### src/rtl/svpc_pkg.sv
// Shared types, constants and sector coefficient tables for the SVPWM compare calculator.
package svpc_pkg;

	localparam int DATA_WIDTH_DEF = 16;
	localparam int VW  = 16;          // internal voltage width
	localparam int PW  = 34;          // projection magnitude width
	localparam int QB  = 35;          // quotient bits per division
	localparam int DVR = 24;          // divisor / partial remainder width
	localparam int DVD = QB + DVR;    // dividend width
	localparam int TW  = 42;          // signed time arithmetic width

	localparam logic [16:0] SQRT3_Q16  = 17'd113512;
	localparam logic [15:0] PERIOD_RST = 16'd1000;
	localparam logic [14:0] BUS_RST    = 15'd24000;
	localparam logic [14:0] LIMIT_RST  = 15'd13856;

	typedef enum logic [1:0] {
		REG_PERIOD = 2'd0,
		REG_BUS    = 2'd1,
		REG_LIMIT  = 2'd2
	} reg_idx_t;

	// One classified vector handed from the front to the back.
	typedef struct packed {
		logic [2:0]    k;
		logic          neg1;
		logic          neg2;
		logic [PW-1:0] mag1;
		logic [PW-1:0] mag2;
		logic          clamp;
		logic [31:0]   msq;
	} job_t;

	function automatic logic signed [2:0] cos2_start(input logic [2:0] k);
		case (k)
			3'd0: return 3'sd2;
			3'd1: return 3'sd1;
			3'd2: return -3'sd1;
			3'd3: return -3'sd2;
			3'd4: return -3'sd1;
			default: return 3'sd1;
		endcase
	endfunction

	function automatic logic signed [2:0] sin2_start(input logic [2:0] k);
		case (k)
			3'd0: return 3'sd0;
			3'd1: return 3'sd1;
			3'd2: return 3'sd1;
			3'd3: return 3'sd0;
			3'd4: return -3'sd1;
			default: return -3'sd1;
		endcase
	endfunction

	function automatic logic signed [2:0] sin2_end(input logic [2:0] k);
		case (k)
			3'd0: return 3'sd1;
			3'd1: return 3'sd1;
			3'd2: return 3'sd0;
			3'd3: return -3'sd1;
			3'd4: return -3'sd1;
			default: return 3'sd0;
		endcase
	endfunction

	function automatic logic signed [2:0] cos2_end(input logic [2:0] k);
		case (k)
			3'd0: return 3'sd1;
			3'd1: return -3'sd1;
			3'd2: return -3'sd2;
			3'd3: return -3'sd1;
			3'd4: return 3'sd1;
			default: return 3'sd2;
		endcase
	endfunction

endpackage

### src/rtl/svpc_queue.sv
// Two-entry job queue between front and back.
module svpc_queue (
	input  logic           clk,
	input  logic           arst_n,
	input  logic           push,
	input  svpc_pkg::job_t din,
	input  logic           pop,
	output logic           full,
	output logic           not_empty,
	output svpc_pkg::job_t dout
);
	import svpc_pkg::*;

	job_t       mem_q [2];
	logic       wr_q, rd_q;
	logic [1:0] cnt_q;

	assign full      = cnt_q == 2'd2;
	assign not_empty = cnt_q != 2'd0;
	assign dout      = mem_q[rd_q];

	always_ff @(posedge clk) begin
		if (push) mem_q[wr_q] <= din;
	end

	always_ff @(posedge clk or negedge arst_n) begin
		if (!arst_n) begin
			wr_q  <= 1'b0;
			rd_q  <= 1'b0;
			cnt_q <= 2'd0;
		end else begin
			if (push) wr_q <= !wr_q;
			if (pop) rd_q <= !rd_q;
			if (push && !pop) cnt_q <= cnt_q + 2'd1;
			else if (pop && !push) cnt_q <= cnt_q - 2'd1;
		end
	end

endmodule

### config.mk
export PLATFORM = sky130hd
export DESIGN_NAME = svpc_queue
export DESIGN_NICKNAME = d
export VERILOG_FILES = /design/src/rtl/svpc_pkg.sv /design/src/rtl/svpc_queue.sv
export SDC_FILE = /design/constraint.sdc
export NUM_CORES = 1
export LEC_CHECK = 0
export ABC_AREA = 0
export BUFFER_PORTS_ARGS = -buffer_cell sky130_fd_sc_hd__buf_2
export CAP_MARGIN = 20
export CORE_MARGIN = 5
export CORE_UTILIZATION = 52
export CTS_CLUSTER_DIAMETER = 50
export DETAILED_ROUTE_END_ITERATION = 12
export GPL_ROUTABILITY_DRIVEN = 1
export PLACE_DENSITY = 0.79
export RECOVER_POWER = 100
export SETUP_SLACK_MARGIN = 0.15
export SYNTH_ARGS = -nofsm -noshare
export SYNTH_HDL_FRONTEND = slang
export SYNTH_SLANG_ARGS = --single-unit
### constraint.sdc
create_clock -name clk -period 6.3 [get_ports clk]
set_clock_uncertainty 0.1 [all_clocks]
set_input_delay 0.63 -clock clk [delete_from_list [all_inputs] [get_ports clk]]
set_output_delay 0.63 -clock clk [all_outputs]
set_load 0.02 [all_outputs]
==> results of run 1 <==
-- worst paths after layout --
| path | to | start | cells after the start |
|---|---|---|---|
| max | mem_q[0][3]$_DFFE_PP_ | wr_q$_DFFE_PN0P_ | 2 |
| max in group asynchronous | rd_q$_DFFE_PN0P_ | arst_n | 2 |
| min in group asynchronous | wr_q$_DFFE_PN0P_ | arst_n | 2 |
| max reg2reg | mem_q[0][3]$_DFFE_PP_ | wr_q$_DFFE_PN0P_ | 2 |
| min | mem_q[0][53]$_DFFE_PP_ | din[53] | 1 |
| min reg2reg | cnt_q[1]$_DFFE_PN0P_ | cnt_q[1]$_DFFE_PN0P_ | 1 |
-- cells in the final DEF, fill, tap and decap left out, drive strengths merged --
cell	n
clkinv	7
xnor2	1
dfrtp	4
nor2b	2
xor2	4
nor2	1
edfxtp	212
inv	2
mux2	106
dlygate4sd3	1
or2	1
ha	1
clkbuf	164
bufinv	3
clkinvlp	1
and2	1
buf	87
-- power breakdown --
part           internal, mW  total [mW]  switching, mW
clock network         0.824        1.33          0.510
logic                 0.469        1.27          0.803
registers              1.92        2.09          0.163
-- routing by layer --
layer | track usage, % | vias up | wire (um)
met5 | 0 | - | 28
met4 | 4.46 | 6 | 222
met3 | 6.16 | 28 | 1450
met2 | 28.1 | 165 | 7600
met1 | 19.7 | 1960 | 5640
li1 | - | 1852 | -
-- cell usage after synthesis --
master	number
sky130_fd_sc_hd__and2_1	1
sky130_fd_sc_hd__buf_2	7
sky130_fd_sc_hd__buf_6	5
sky130_fd_sc_hd__dfrtp_1	4
sky130_fd_sc_hd__edfxtp_1	212
sky130_fd_sc_hd__ha_1	1
sky130_fd_sc_hd__inv_1	1
sky130_fd_sc_hd__mux2_2	76
sky130_fd_sc_hd__mux2_4	30
sky130_fd_sc_hd__nor2_1	1
sky130_fd_sc_hd__nor2b_1	2
sky130_fd_sc_hd__or2_2	1
sky130_fd_sc_hd__xnor2_1	1
sky130_fd_sc_hd__xor2_1	4
-- final cells by class --
cell class | count | area (um2) | area share, %
clock inverters | 12 | 153 | 1.57
well taps | 188 | 235 | 2.42
inverters | 1 | 3.75 | 0.0386
clock buffers | 30 | 622 | 6.39
multi-input cells | 117 | 1280 | 13.2
flip-flops and latches | 216 | 6470 | 66.4
repair buffers | 222 | 971 | 9.97
-- flip-flops by register name (all words and copies together), names as in the netlist --
signal and count:
mem_q 212, rd_q 1, wr_q 1, cnt_q 2
-- worst max-delay path, delay by kind of cell, from the launching register on --
family                 cells  cell delay, ns
AND/OR/NAND/NOR            1            1.56
buffers and inverters      1            1.75
flip-flops                 1            0.41
-- through the flow --
| step | setup WS (ns) | hold slack [ns] | util, % | area (um2) | cells |
|---|---|---|---|---|---|
| 6_report | 1.91 | 0.222 | 64.5 | 9740 | 786 |
| 5_1_grt | 1.68 | 0.200 | 64.5 | 9740 | 786 |
| 4_1_cts | 2.72 | 0.200 | 66.4 | 10000 | 785 |
| 3_5_place_dp | 3.25 | 0.344 | 61.2 | 9230 | 742 |
| 3_3_place_gp | 3.30 | 0.341 | 61.2 | 9230 | 742 |
| 2_1_floorplan | 0.377 | 0.234 | - | 7950 | 346 |
-- logic make-up (layout without fill, tap and decap cells) --
| logic type | count (synthesis) | in the layout | synth area share, % |
|---|---|---|---|
| xor gates and xnor gates | 5 | 5 | 0.551 |
| buffers and inverters | 13 | 265 | 1.20 |
| muxes | 106 | 106 | 16.4 |
| DFF | 216 | 216 | 81.3 |
| and+or+nand+nor | 5 | 5 | 0.362 |
| adders and majority gates | 1 | 1 | 0.157 |
==> metrics.cfg, run 1 <==
[critical_path]
path_max_fanout = 85
critPathArrivalTime_ns = 4.35
end_kind = register
worst_path_max_delay_cell = sky130_fd_sc_hd__clkbuf_2
worst-endpoint-required_ns = 6.26
critical_path.max_stage_delay_ns = 1.75
worst_setup_start_kind = register
path_class = register to register
path_cells = nor2b_1, clkbuf_2
r2r_setup_slack_ns = 1.91

[clock_network]
postCtsSetupBuffers = 0
clk_pin_slew_ns = 0.06
ctsResizeCount = 0
cts-root-buf = sky130_fd_sc_hd__clkbuf_16
cts_tree = built
total_number_of_clock_tree_sinks = 216
later_pin_clock_latency_in_the_skew_report_ns = 0.48
ctsHtreeMaxLevel = 1
tritoncts.num_buffers = 23
clock_tree.buffer_depth = 3
ctsHoldBuffers = 1

[detailed_routing]
ant_nets = 0
firstDrtPassIters = 4
drc_violations_left = 0
dr_vias = 4011
totalWireLength_um = 14900
avgViaCountPerCell = 5.10
drt_first_iter_violations = 193
routed_wire_length_per_instance_um = 19.0

[run_status]
outcome = finished with violations
violations = capacitance limit, slew limit

[timing]
final-max-slew-violation-count = 200
fmax_mhz = 228
setup_viol_count_final = 0
timing_worst_slew_pin_value_ns = 2.23
hold_violations = 0
period_utilisation_layout_pct = 69.7
setup_tns_ns = 0
relSlewSlack_pct = -48.9
final_period_minus_worst_setup_slack_ns = 4.39
rsz0062_at_grt = no

[grt]
antenna_found_initial = 3
grt_pass1_wl_um = 23100
grt_start_max_net_pins = 86
first_global_vias = 4404
grt-ovfl-total = 0
grt_usage_pct = 16.4

[synthesis]
synth_cells = 346
synth_top_area_share_pct = 80.1
ys_ff_latch = 216
synth-seq-area-share_pct = 81.3
post_synth_instance_area_um2 = 7950
synth_area_per_cell_um2 = 23.0
synth_top_cells_by_area = sky130_fd_sc_hd__edfxtp_1 (80%), sky130_fd_sc_hd__mux2_2 (11%), sky130_fd_sc_hd__mux2_4 (5.7%), sky130_fd_sc_hd__dfrtp_1 (1.3%), sky130_fd_sc_hd__buf_6 (0.71%)
post_synth_num_cell_types = 14
synthesis.yosys.warnings = 0
syn-num-nets = 457
synth.largest_area_cell = sky130_fd_sc_hd__edfxtp_1

[placement]
hpwlAfterDp_um = 9870
port_buffers = 217
gpl.final_weighted_congestion = 0.755

[finish]
total_of_fill_cells_in_the_finished_design = 1103
flow.area_growth_from_synthesis_pct = 22.4
n_antenna_cell = 0
final_net_count = 692
ratio_of_cells_with_drive_above_1_in_the_final_layout_pct = 32.8

[job]
maximum_capacitance_violations = 5

[floorplanning]
die_width_um = 134
die_height_um = 134
die_area_um2 = 17900
placement_rows = 45
floorplan.io_pins = 218
initial_core_utilization_pct = 52.7
fp.coreArea_um2 = 15100

[power_and_ir_drop]
ir_worst_vdd_uv = 407
total_leakage_power_nw = 3.40
powerDensity_nw_per_um2 = 482
design_power_total_mw = 4.69

[worst_hold_path]
min_path_type = input port to register

Note: power is estimated with default switching activity, not from simulation.
==> run 2, diff against run 1 <==
clock period = 4.5 ns   (was 6.3 ns; I/O delays follow)
==> run 2 against run 1 <==
The run still ends with capacitance limit, slew limit left. Non-clock buffer count grew 2. Final area shrank 0.69%. Register-to-register slack lost 0.38 ns. Count of clock-buffer cells in the layout shrank 5. Utilization shrank 0.45 points. Clock power grew 26%. Cell count is the same. Wire length shrank 0.62%. Critical path type unchanged.
==> metrics.cfg, run 2 (same netlist as run 1, synthesis figures left out) <==
[clock_network]
clock_tree.buffer_depth = 3  ; unchanged
later_pin_clock_latency_in_the_skew_report_ns = 0.48  ; about the same
total_number_of_clock_tree_sinks = 216  ; unchanged
cts_tree = built  ; unchanged
cts-root-buf = sky130_fd_sc_hd__clkbuf_16  ; unchanged
tritoncts.num_buffers = 23  ; unchanged
ctsHtreeMaxLevel = 1  ; unchanged
clk_pin_slew_ns = 0.06  ; about the same
postCtsSetupBuffers = 0  ; unchanged

[critical_path]
startpoint_of_the_worst_register_to_register_path = wr_q$_DFFE_PN0P_  ; unchanged
crit_path_start = wr_q$_DFFE_PN0P_  ; unchanged
worst_r2r_path_depth = 2  ; unchanged
worst_path_max_delay_cell = sky130_fd_sc_hd__clkbuf_1  ; was sky130_fd_sc_hd__clkbuf_2
critical_path_buf_inv_count = 1  ; unchanged
worst-endpoint-required_ns = 4.47  ; was 6.26 ns
path_max_fanout = 46  ; was 85
r2r_setup_slack_ns = 1.53  ; was 1.91 ns
critPathArrivalTime_ns = 2.94  ; was 4.35 ns
end_kind = register  ; unchanged
critical_path.max_stage_delay_ns = 1.49  ; was 1.75 ns
regToRegEndpoint = mem_q[1][0]$_DFFE_PP_  ; was mem_q[0][3]$_DFFE_PP_
worst_setup_start_kind = register  ; unchanged
path_class = register to register  ; unchanged
largest_delay_contributor_family_on_the_critical_path = buffers and inverters  ; unchanged
path_cells = and2_4, clkbuf_1  ; was nor2b_1, clkbuf_2

[detailed_routing]
drt_first_iter_violations = 193  ; unchanged
routed_wire_length_per_instance_um = 18.9  ; was 19.0 um
totalWireLength_um = 14800  ; was 14900 um
ant_nets = 0  ; unchanged
firstDrtPassIters = 4  ; unchanged
drc_violations_left = 0  ; unchanged
dr_vias = 4017  ; was 4011
avgViaCountPerCell = 5.11  ; was 5.10

[floorplanning]
floorplan.io_pins = 218  ; unchanged
fp.coreArea_um2 = 15100  ; unchanged
die_width_um = 134  ; unchanged
placement_rows = 45  ; unchanged
die_height_um = 134  ; unchanged
initial_core_utilization_pct = 52.7  ; unchanged
die_area_um2 = 17900  ; unchanged

[timing]
final_period_minus_worst_setup_slack_ns = 2.97  ; was 4.39 ns
rsz0062_at_grt = no  ; unchanged
setup_tns_ns = 0  ; unchanged
relSlewSlack_pct = -33.1  ; was -48.9%
hold_violations = 0  ; unchanged
timing_worst_slew_pin_value_ns = 2.00  ; was 2.23 ns
fmax_mhz = 336  ; was 228 MHz
period_utilisation_layout_pct = 66.1  ; was 69.7%
setup_viol_count_final = 0  ; unchanged
final-max-slew-violation-count = 93  ; was 200

[run_status]
violations = capacitance limit, slew limit  ; unchanged
outcome = finished with violations  ; unchanged

[finish]
stdcell_count = 786  ; unchanged
largest_register = mem_q  ; unchanged
n_antenna_cell = 0  ; unchanged
ratio_of_cells_with_drive_above_1_in_the_final_layout_pct = 33.4  ; was 32.8%
flow.area_growth_from_synthesis_pct = 21.6  ; was 22.4%
layout_top_registers = mem_q: 212 flops, cnt_q: 2 flops  ; unchanged
multi_input_area_um2 = 1300  ; was 1280 um2
final_cell_mix = sky130_fd_sc_hd__edfxtp_1 (212), sky130_fd_sc_hd__clkbuf_1 (133), sky130_fd_sc_hd__buf_2 (90)  ; was sky130_fd_sc_hd__edfxtp_1 (212), sky130_fd_sc_hd__clkbuf_1 (138), sky130_fd_sc_hd__buf_2 (85)
seq_area_um2 = 6470  ; unchanged
final_net_count = 694  ; was 692
total_of_fill_cells_in_the_finished_design = 1144  ; was 1103
mostFrequentLayoutCell = sky130_fd_sc_hd__edfxtp_1  ; unchanged
largest_register_ff_count = 212  ; unchanged

[grt]
grt_start_max_net_pins = 55  ; was 86
grt-ovfl-total = 0  ; unchanged
first_global_vias = 4425  ; was 4404
grt_usage_pct = 16.0  ; was 16.4%
antenna_found_initial = 1  ; was 3
grt_pass1_wl_um = 22500  ; was 23100 um

[power_and_ir_drop]
design_power_total_mw = 6.38  ; was 4.69 mW
ir_worst_vdd_uv = 466  ; was 407 uV
powerDensity_nw_per_um2 = 660  ; was 482 nW/um2
total_leakage_power_nw = 3.39  ; was 3.40 nW

[job]
maximum_capacitance_violations = 3  ; was 5

[placement]
port_buffers = 217  ; unchanged
dp_cells = 745  ; was 742
hpwlAfterDp_um = 10300  ; was 9870 um
gpl.final_weighted_congestion = 0.750  ; was 0.755

[worst_hold_path]
min-delay-start = din[23]  ; was din[53]
worstHoldPathCells = 1  ; unchanged
min_path_type = input port to register  ; unchanged
endpoint_worst_hold = mem_q[1][23]$_DFFE_PP_  ; was mem_q[0][53]$_DFFE_PP_

[run 2: cell type report]
type | instances | share of cell area [%]
clock buffers | 25 | 6.03
clock inverters | 15 | 1.04
inverters | 1 | 0.0388
multi-input cells | 117 | 13.4
flip-flops and latches | 216 | 66.9
well taps | 188 | 2.43
repair buffers | 224 | 10.1
[run 2: metrics by stage]
step / utilization, % / instance area (um2) / hold WS, ns / setup WS, ns
3_5_place_dp: 61.5 / 9280 / 0.160 / 2.06
2_1_floorplan: - / 7960 / 0.0544 / 0.747
4_1_cts: 66.1 / 9970 / 0.0310 / 1.53
6_report: 64.1 / 9670 / 0.0474 / 1.53
5_1_grt: 64.1 / 9670 / 0.0249 / 1.30
3_3_place_gp: 61.4 / 9260 / 0.157 / 2.07
[run 2: worst max path at each step]
stage,end,slack [ns],cells past startpoint
floorplan,mem_q[0][0]$_DFFE_PP_,0.75,1
global placement,dout[103],2.07,3
detailed placement,dout[103],2.06,3
CTS,dout[103],1.53,3
global route,mem_q[0][62]$_DFFE_PP_,1.30,2
finish,mem_q[1][0]$_DFFE_PP_,1.53,2
[run 2: routing by layer]
| layer | track usage (%) | up-vias | wire length, um |
|---|---|---|---|
| li1 | - | 1847 | - |
| met2 | 28.5 | 180 | 7530 |
| met3 | 5.40 | 12 | 1320 |
| met4 | 3.31 | 2 | 133 |
| met5 | 0 | - | 13 |
| met1 | 19.2 | 1976 | 5850 |
[run 2: power by group]
group          switching [mW]  internal, mW  total, mW
combinational            1.16         0.665       1.82
sequential              0.187          2.69       2.87
clock                   0.695         0.988       1.68
[run 2: what timing repair did]
item                      CTS  global route
hold buffers                1             0
hold endpoints to repair    4             0
resized for setup           0             0
==> run 3, diff against run 2 <==
clock period = 2.9 ns   (was 4.5 ns; I/O delays follow)
==> run 3 against run 2 <==
The run still ends with capacitance limit, slew limit left. Hold slack improved by 0.030 ns. Cell count rose by 14%. Via count grew 13%. Largest cell class unchanged. Non-clock buffer count increased by 109. Sequential power rose by 54%. Critical path type is now register to output pin.
==> metrics.cfg, run 3 (same netlist as run 1, synthesis figures left out) <==
[run_status]
outcome = finished with violations  ; unchanged
violations = capacitance limit, slew limit  ; unchanged

[critical_path]
startpoint_of_the_worst_register_to_register_path = wr_q$_DFFE_PN0P_  ; unchanged
worst-endpoint-required_ns = 2.51  ; was 4.47 ns
critical_path.max_stage_delay_ns = 0.72  ; was 1.49 ns
end_kind = output pin  ; was register
path_class = register to output pin  ; was register to register
critical_path_buf_inv_count = 2  ; was 1
largest_delay_contributor_family_on_the_critical_path = flip-flops  ; was buffers and inverters
r2r_setup_slack_ns = 0.67  ; was 1.53 ns
worst_r2r_path_depth = 2  ; unchanged
critPathArrivalTime_ns = 2.20  ; was 2.94 ns
path_max_fanout = 30  ; was 46
number_of_cells_on_the_critical_path = 3  ; was 2
regToRegEndpoint = mem_q[1][75]$_DFFE_PP_  ; was mem_q[1][0]$_DFFE_PP_
crit_path_start = rd_q$_DFFE_PN0P_  ; was wr_q$_DFFE_PN0P_
path_cells = buf_4, mux2_2, clkbuf_1  ; was and2_4, clkbuf_1
worst_setup_start_kind = register  ; unchanged
worst_path_max_delay_cell = sky130_fd_sc_hd__dfrtp_4  ; was sky130_fd_sc_hd__clkbuf_1

[timing]
timing_worst_slew_pin_value_ns = 1.50  ; was 2.00 ns
fmax_mhz = 385
final_period_minus_worst_setup_slack_ns = 2.59
setup_tns_ns = 0  ; unchanged
setup_viol_count_final = 0  ; unchanged
relSlewSlack_pct = -0.138  ; was -33.1%
hold_violations = 0  ; unchanged
period_utilisation_layout_pct = 89.5
final-max-slew-violation-count = 55  ; was 93
rsz0062_at_grt = no  ; unchanged

[clock_network]
total_number_of_clock_tree_sinks = 216  ; unchanged
later_pin_clock_latency_in_the_skew_report_ns = 0.50  ; was 0.48 ns
clock_tree.buffer_depth = 3  ; unchanged
ctsResizeCount = 0  ; unchanged
postCtsSetupBuffers = 0  ; unchanged
tritoncts.num_buffers = 23  ; unchanged
ctsHtreeMaxLevel = 1  ; unchanged
cts_tree = built  ; unchanged
clk_pin_slew_ns = 0.06  ; about the same
cts-root-buf = sky130_fd_sc_hd__clkbuf_16  ; unchanged

[detailed_routing]
drc_violations_left = 0  ; unchanged
totalWireLength_um = 17800  ; was 14800 um
dr_vias = 4540  ; was 4017
ant_nets = 0  ; unchanged
firstDrtPassIters = 4  ; unchanged
routed_wire_length_per_instance_um = 19.8  ; was 18.9 um
drt_first_iter_violations = 269  ; was 193
avgViaCountPerCell = 5.06  ; was 5.11

[finish]
ratio_of_cells_with_drive_above_1_in_the_final_layout_pct = 24.7  ; was 33.4%
final_net_count = 803  ; was 694
mostFrequentLayoutCell = sky130_fd_sc_hd__edfxtp_1  ; unchanged
largest_register = mem_q  ; unchanged
largest_register_ff_count = 212  ; unchanged
fin_util_pct = 72.1  ; was 64.1%
total_of_fill_cells_in_the_finished_design = 1015  ; was 1144
design_area_um2 = 10900  ; was 9670 um2
flow.area_growth_from_synthesis_pct = 36.8  ; was 21.6%
stdcell_count = 897  ; was 786
n_antenna_cell = 0  ; unchanged
layout_top_registers = mem_q: 212 flops, cnt_q: 2 flops  ; unchanged
final_cell_mix = sky130_fd_sc_hd__edfxtp_1 (212), sky130_fd_sc_hd__clkbuf_1 (188), sky130_fd_sc_hd__dlygate4sd3_1 (109)  ; was sky130_fd_sc_hd__edfxtp_1 (212), sky130_fd_sc_hd__clkbuf_1 (133), sky130_fd_sc_hd__buf_2 (90)

[worst_hold_path]
min_path_type = input port to asynchronous set/reset pin  ; was input port to register

[job]
maximum_capacitance_violations = 1  ; was 3

[placement]
port_buffers = 217  ; unchanged
hpwlAfterDp_um = 10200  ; was 10300 um
dp_cells = 746  ; was 745
placed_cell_area_um2 = 9290  ; was 9280 um2
gpl.final_weighted_congestion = 0.800  ; was 0.750

[floorplanning]
placement_rows = 45  ; unchanged
initial_core_utilization_pct = 52.7  ; unchanged
floorplan.io_pins = 218  ; unchanged
die_height_um = 134  ; unchanged
die_width_um = 134  ; unchanged
fp.coreArea_um2 = 15100  ; unchanged
die_area_um2 = 17900  ; unchanged

[grt]
grt_pass1_wl_um = 27700  ; was 22500 um
grt_start_max_net_pins = 56  ; was 55
first_global_vias = 5135  ; was 4425
grt_usage_pct = 19.9  ; was 16.0%
antenna_found_initial = 0  ; was 1
grt-ovfl-total = 0  ; unchanged

[power_and_ir_drop]
total_leakage_power_nw = 3.84  ; was 3.39 nW
ir_worst_vdd_uv = 827  ; was 466 uV
powerDensity_nw_per_um2 = 968  ; was 660 nW/um2
design_power_total_mw = 10.5  ; was 6.38 mW

## run 3: changes by cell type in the layout (fill, tap and decap cells not counted), sizes merged
cell	previous run	this run
bufinv	1	3
clkbuf	157	217
dlygate4sd3	1	109
buf	91	34
clkinv	13	11
## run 3: worst max-delay path by stage
| stage | slack (ns) | end |
|---|---|---|
| 2_1_floorplan | 0.38 | mem_q[0][0]$_DFFE_PP_ |
| 3_3_place_gp | 0.92 | dout[43] |
| 3_5_place_dp | 0.86 | dout[44] |
| 4_1_cts | 0.31 | dout[44] |
| 5_1_grt | 0.23 | dout[47] |
| 6_report | 0.31 | dout[47] |
## run 3: routing by layer
metal | up-vias | global-route usage (%) | wire (um)
met4 | 0 | 5.20 | 340
li1 | 2075 | - | -
met2 | 218 | 36.3 | 9460
met3 | 28 | 5.32 | 1550
met1 | 2219 | 23.5 | 6450
met5 | - | 0 | 0
## run 3: power breakdown
| part | switching (mW) | internal, mW |
|---|---|---|
| clock network | 1.13 | 1.73 |
| logic | 1.99 | 1.25 |
| registers | 0.257 | 4.17 |
| total | 3.38 | 7.15 |
## run 3: layout make-up
class	instances	area [um2]	share of cell area (%)
multi-input cells	117	1390	12.7
well taps	188	235	2.16
flip-flops and latches	216	6470	59.5
clock inverters	15	161	1.48
clock buffers	27	591	5.43
repair buffers	333	2030	18.7
inverters	1	3.75	0.0345
## run 3: worst reg2reg max path: stages, from the launching register on
cell,delay [ns]
sky130_fd_sc_hd__dfrtp_1,0.37
sky130_fd_sc_hd__and2_2,0.86
sky130_fd_sc_hd__clkbuf_2,0.53
## run 3: metrics by stage
step | hold WS, ns | setup WS [ns]
after detailed placement | 0.000375 | 0.855
after floorplan | -0.106 | 0.380
after global placement | -0.00506 | 0.916
after CTS | 0.0334 | 0.313
final | 0.0771 | 0.305
after global routing | 0.0911 | 0.229
## run 3: timing repair
item,in CTS,in global routing
endpoints found under the hold margin,218,0
setup endpoints to repair,0,0
hold buffers,109,0
